===== src/design/sorted_key_value_table_assert.svh =====
// Assertion macros used by the sorted_key_value_table module.
`ifndef SORTED_KEY_VALUE_TABLE_ASSERT_SVH
`define SORTED_KEY_VALUE_TABLE_ASSERT_SVH

// Implication checked on every clock edge while out of reset.
`define SKV_ASSERT_IMP(label, clk, rst_n, ante, cons) \
    label: assert property (@(posedge clk) disable iff (!rst_n) (ante) |-> (cons)) \
        else $error("assertion failed");

// Implication whose consequent is checked in the cycle after the antecedent.
`define SKV_ASSERT_NEXT(label, clk, rst_n, ante, cons) \
    label: assert property (@(posedge clk) disable iff (!rst_n) (ante) |=> (cons)) \
        else $error("assertion failed");

`endif


===== src/design/skv_ram.sv =====
`timescale 1ns / 1ps
module skv_ram #(
    parameter int Width = 8,
    parameter int Depth = 16
) (
    input  logic                     i_clk,
    input  logic                     i_we,
    input  logic [$clog2(Depth)-1:0] i_waddr,
    input  logic [Width-1:0]         i_wdata,
    input  logic [$clog2(Depth)-1:0] i_raddr,
    output logic [Width-1:0]         o_rdata
);
    logic [Width-1:0] r_mem [Depth];
    logic [Width-1:0] r_rdata;

    always_ff @(posedge i_clk) begin
        if (i_we) begin
            r_mem[i_waddr] <= i_wdata;
        end
        r_rdata <= r_mem[i_raddr];
    end

    assign o_rdata = r_rdata;
endmodule


===== config.mk =====
export PLATFORM = sky130hd
export DESIGN_NAME = skv_ram
export DESIGN_NICKNAME = d
export VERILOG_FILES = /design/src/design/sorted_key_value_table_assert.svh /design/src/design/skv_ram.sv
export SDC_FILE = /design/constraint.sdc
export NUM_CORES = 1
export LEC_CHECK = 0
export BUFFER_PORTS_ARGS = -buffer_cell sky130_fd_sc_hd__buf_2
export CAP_MARGIN = 20
export CORE_ASPECT_RATIO = 2
export CORE_MARGIN = 5
export CORE_UTILIZATION = 50
export CTS_BUF_LIST = sky130_fd_sc_hd__clkbuf_8
export CTS_CLUSTER_SIZE = 30
export DETAILED_ROUTE_END_ITERATION = 8
export GPL_ROUTABILITY_DRIVEN = 0
export PLACE_DENSITY = 0.67
export SLEW_MARGIN = 20
export SYNTH_ARGS = -nofsm -noshare
export SYNTH_HDL_FRONTEND = slang
export SYNTH_SLANG_ARGS = --single-unit
export TNS_END_PERCENT = 1

===== constraint.sdc =====
create_clock -name i_clk -period 2 [get_ports i_clk]
set_input_delay 0.2 -clock i_clk [delete_from_list [all_inputs] [get_ports i_clk]]
set_output_delay 0.2 -clock i_clk [all_outputs]
set_load 0.005 [all_outputs]

## After elaboration in Yosys (flattened, before gate mapping)

Memories as Yosys holds them, arrays and structs flattened. A register that Yosys moved wholly into a read port is not among the register bits.
Cells that the tools add are included.

| storage, ports and cells | value |
|---|---|
| bits in registers | 0 |
| memories kept | 1 |
| RAM bits | 128 |
| output and inout bits | 8 |

| cells by class | value |
|---|---|
| mux-type cells | 2 |

Memories:

| memory | words | width | read ports | clocked after Yosys merged registers in | wr ports | line | RTL |
|---|---|---|---|---|---|---|---|
| r_mem | 16 | 8 | 1 | 1 | 1 | skv_ram.sv:13 | `logic [Width-1:0] r_mem [Depth];` |

Operator list:

| kind | number |
|---|---|
| $mux W1 | 2 |

## Depth between registers and ports, before layout

| depth | value |
|---|---|
| depth after elaboration | 2 |
| gate-level depth with buffers | 5 |
| mapped depth without buffers | 3 |

## Least setup slack after synthesis

No wires, ideal clock.

| timing | value |
|---|---|
| path kind | input port to flip-flop |
| start | input port i_waddr[2] |
| end | memory r_mem[0][0], enable pin |
| library setup time | 0.383 ns |
| path buffers | 0 |
| data required time | 1.617 ns |
| stages | 2 |
| setup slack | 0.307 ns |
| arrival | 1.310 ns |
| cell sequence | or3b_2 nor3_1 |

RTL lines:

| item | line | RTL |
|---|---|---|
| from (decl) | skv_ram.sv:8 | `input logic [$clog2(Depth)-1:0] i_waddr,` |
| to (decl) | skv_ram.sv:13 |  |

Straight into the memory's write port.

==> reports/metrics.csv <==
stage,metric,value,unit
outcome,outcome,"finished, final reports clean",
yosys,count of warnings emitted by yosys,0,
layout,"Net count, final",302,
floorplanning,die extent in y,153,um
worst_setup_path,master of the slowest instance on the critical path,mux4_1,
clock_tree,Post-CTS Hold Buffers,0,
global_route,antenna violations before repair,0,
clock_tree,level count of the clock H-tree,4,
detailed_routing,Total Routed Length,9860,um
clock_tree,CTS tree,built,
floorplanning,number of ports placed on the die boundary,26,
layout,diode count,0,
global_route,overflow left after global routing,0,
detailed_routing,DR DRC count,0,
min_path,Hold Path End,r_mem[4][3],
clock_tree,Post-CTS Setup Inserts,0,
floorplanning,Initial Utilization,51.0,%
place,quantity of I/O buffers inserted on ports,25,
detailed_routing,Avg Vias per Cell,5.70,
min_path,classification of the worst-slack hold path,input pin to flop,
worst_setup_path,chain of cells forming the critical path,"mux4_1, a22oi_1, nand2_1",
place,worst slack after detailed placement,370,ps
yosys,average instance area after synthesis,22.5,sq um
detailed_routing,final routed wire length divided by cell count,22.8,um
clock_tree,clock latency reported for the late side of the worst-skew pair,420,ps
worst_setup_path,CP bufs+invs,0,
pwr,maximum ir drop on the vdd rail,0.000760,V
global_route,global-route usage over all layers,17.2,%
clock_tree,Bufs on Longest Clock Path,2,
sta,unrepaired setup endpoints after global routing,no,
worst_setup_path,worst flop-to-flop path endpoint,o_rdata[0],
worst_setup_path,kind of capture point of the worst setup path,flop,
sta,fmax,0.757,GHz
floorplanning,standard-cell row count,52,
detailed_routing,1st-iter DRT viols,184,
detailed_routing,drt pass-1 iters,4,
yosys,number of flip-flops and latches in the synthesized netlist,136,
worst_setup_path,setup slack of the most critical reg-to-reg path,680,ps
sta,setup-violating endpoint count in the final report,0,
floorplanning,width of the die,81.7,um
sta,share of the cycle needed by the critical path after routing,66.1,%
clock_tree,clk sink count,136,
worst_setup_path,CP Data Required Time,2310,ps
worst_setup_path,worst r2r path cells,3,
sta,final setup slack of the worst path,679,ps
worst_setup_path,launching point of the worst reg2reg path,r_mem[2][0],
yosys,instance count of the mapped netlist,229,
run,max-cap violations,0,
worst_setup_path,Setup Crit Path Kind,flop to flop,
layout,Syn-to-layout area delta,16.9,%
worst_setup_path,"Largest delay share family, worst path",multiplexers,
global_route,number of global-route vias before repair,2572,
pwr,Leak,2.05,nW
sta,setup tns final,0,ps
sta,worst rel slew slack,72.7,%
detailed_routing,overall via count from detail_route,2464,
floorplanning,area of the die,12500,sq um
yosys,net count after synthesis,247,
yosys,sequential share of the synthesized area,77.8,%
pwr,power per standard cell area,1020,nW/um^2
worst_setup_path,startpoint kind of the worst setup timing path,flop,
sta,worst-margin pin slew,409,ps
sta,largest clock skew in the final design,14.6,ps
worst_setup_path,arrival time of data at the critical path endpoint,1630,ps
min_path,number of stages on the worst hold path,1,
sta,number of max-slew violations in the final report,0,
global_route,pin count of the biggest net entering global routing,33,
clock_tree,number of clock buffers inserted by TritonCTS,17,
min_path,launch instance of the worst min-delay path,i_wdata[3],
sta,Final Hold Vio Count,0,
layout,share of post-route cells with drive strength above 1,31.6,%
floorplanning,core outline area,10100,sq um
place,DPL Wire Length,6520,um
yosys,number of distinct library cells after synthesis,19,
sta,final worst path period need,1320,ps
yosys,post-synthesis instance area,5150,sq um
detailed_routing,remaining number of nets flagged by the antenna check after routing,0,
clock_tree,Resized Gates After CTS,0,
clock_tree,root buffer selected by CTS,clkbuf_8,
global_route,first-pass GRT wire length,14900,um
worst_setup_path,largest fanout on the critical path,1,
worst_setup_path,largest stage delay on the critical path,500,ps
clock_tree,clock-pin slew of the registers on the worst-case setup and hold paths,80,ps
==> through the flow <==
stage	hold slack, ps	area (sq um)	instances	util, %	power, mW
after floorplan	299	5150	229	-	3.42
after global placement	579	5540	400	54.9	3.55
after detailed placement	578	5540	400	54.9	3.56
after CTS	137	6020	432	59.7	6.18
after global routing	143	6020	432	59.7	6.34
final	157	6020	432	59.7	6.12
==> how the worst max path moves through the flow <==
stage                      from          end  slack, ps  cells past startpoint
floorplan            i_waddr[2]  r_mem[0][0]        310                      2
global placement     i_raddr[0]   o_rdata[3]        390                      5
detailed placement   i_raddr[0]   o_rdata[0]        370                      5
CTS                 r_mem[2][0]   o_rdata[0]        670                      3
global route        r_mem[1][2]   o_rdata[2]        630                      3
finish              r_mem[2][0]   o_rdata[0]        680                      3
==> area by class of cell <==
cell class	instances	area (sq um)
Multi-Input combinational cell	83	1060
Fill cell	734	4070
Tap cell	135	169
Clock inverter	14	233
Sequential cell	136	4000
Clock buffer	18	248
Timing Repair Buffer	46	308
==> sequential cells by signal (all words and copies together), names as in the netlist <==
name / cells
o_rdata: 8
r_mem: 128
==> layout by cell type, fill, tap and decap left out, drive strengths merged, types with 4 or more instances in the layout <==
cell / synthesis / final
edfxtp: 128 / 128
buf: 7 / 46
mux4: 32 / 32
clkbuf: 0 / 18
a22oi: 16 / 16
nor2: 13 / 13
nand2: 9 / 9
dfxtp: 8 / 8
bufinv: 0 / 6
nor3: 4 / 4
clkinv: 0 / 4
==> worst reg2reg max path, stage by stage, from the launching register on <==
cell and delay (ps):
edfxtp_1 380, mux4_1 500, a22oi_1 250, nand2_1 90
==> per-layer routing <==
metal	track usage, %	routed length [um]	share of wire [%]
met1	20.8	3740	38
met2	30.0	5620	57
met3	3.45	351	3.6
met4	6.02	148	1.5
met5	0	0	0
==> report_power, final <==
| group | internal, mW | switching, mW |
|---|---|---|
| logic | 0.129 | 0.159 |
| registers | 3.18 | 0.0181 |
| clock network | 1.64 | 0.994 |
| total | 4.95 | 1.17 |
==> logic make-up (layout without fill, tap and decap cells) <==
group	count (synthesis)	in the layout	synth area share, %
AOI/OAI and AO/OA	16	16	2.33
buffers and inverters	10	78	1.68
DFF	136	136	77.8
muxes	32	32	15.0
and+or+nand+nor	35	35	3.18
==> synth_stat cells (all sizes together) <==
cell / n / area (sq um)
buf: 7 / 56.3
and2b: 1 / 7.51
or3b: 1 / 8.76
edfxtp: 128 / 3840
and2: 1 / 6.26
dfxtp: 8 / 160
nor3: 4 / 20.0
nand3: 1 / 5.00
nor2: 13 / 48.8
clkdlybuf4s25: 3 / 30.0
nand2b: 2 / 12.5
a22oi: 16 / 120
nand2: 9 / 33.8
nor2b: 1 / 6.26
mux4: 32 / 773
nand3b: 2 / 15.0
(Power assumes the default switching activity.)
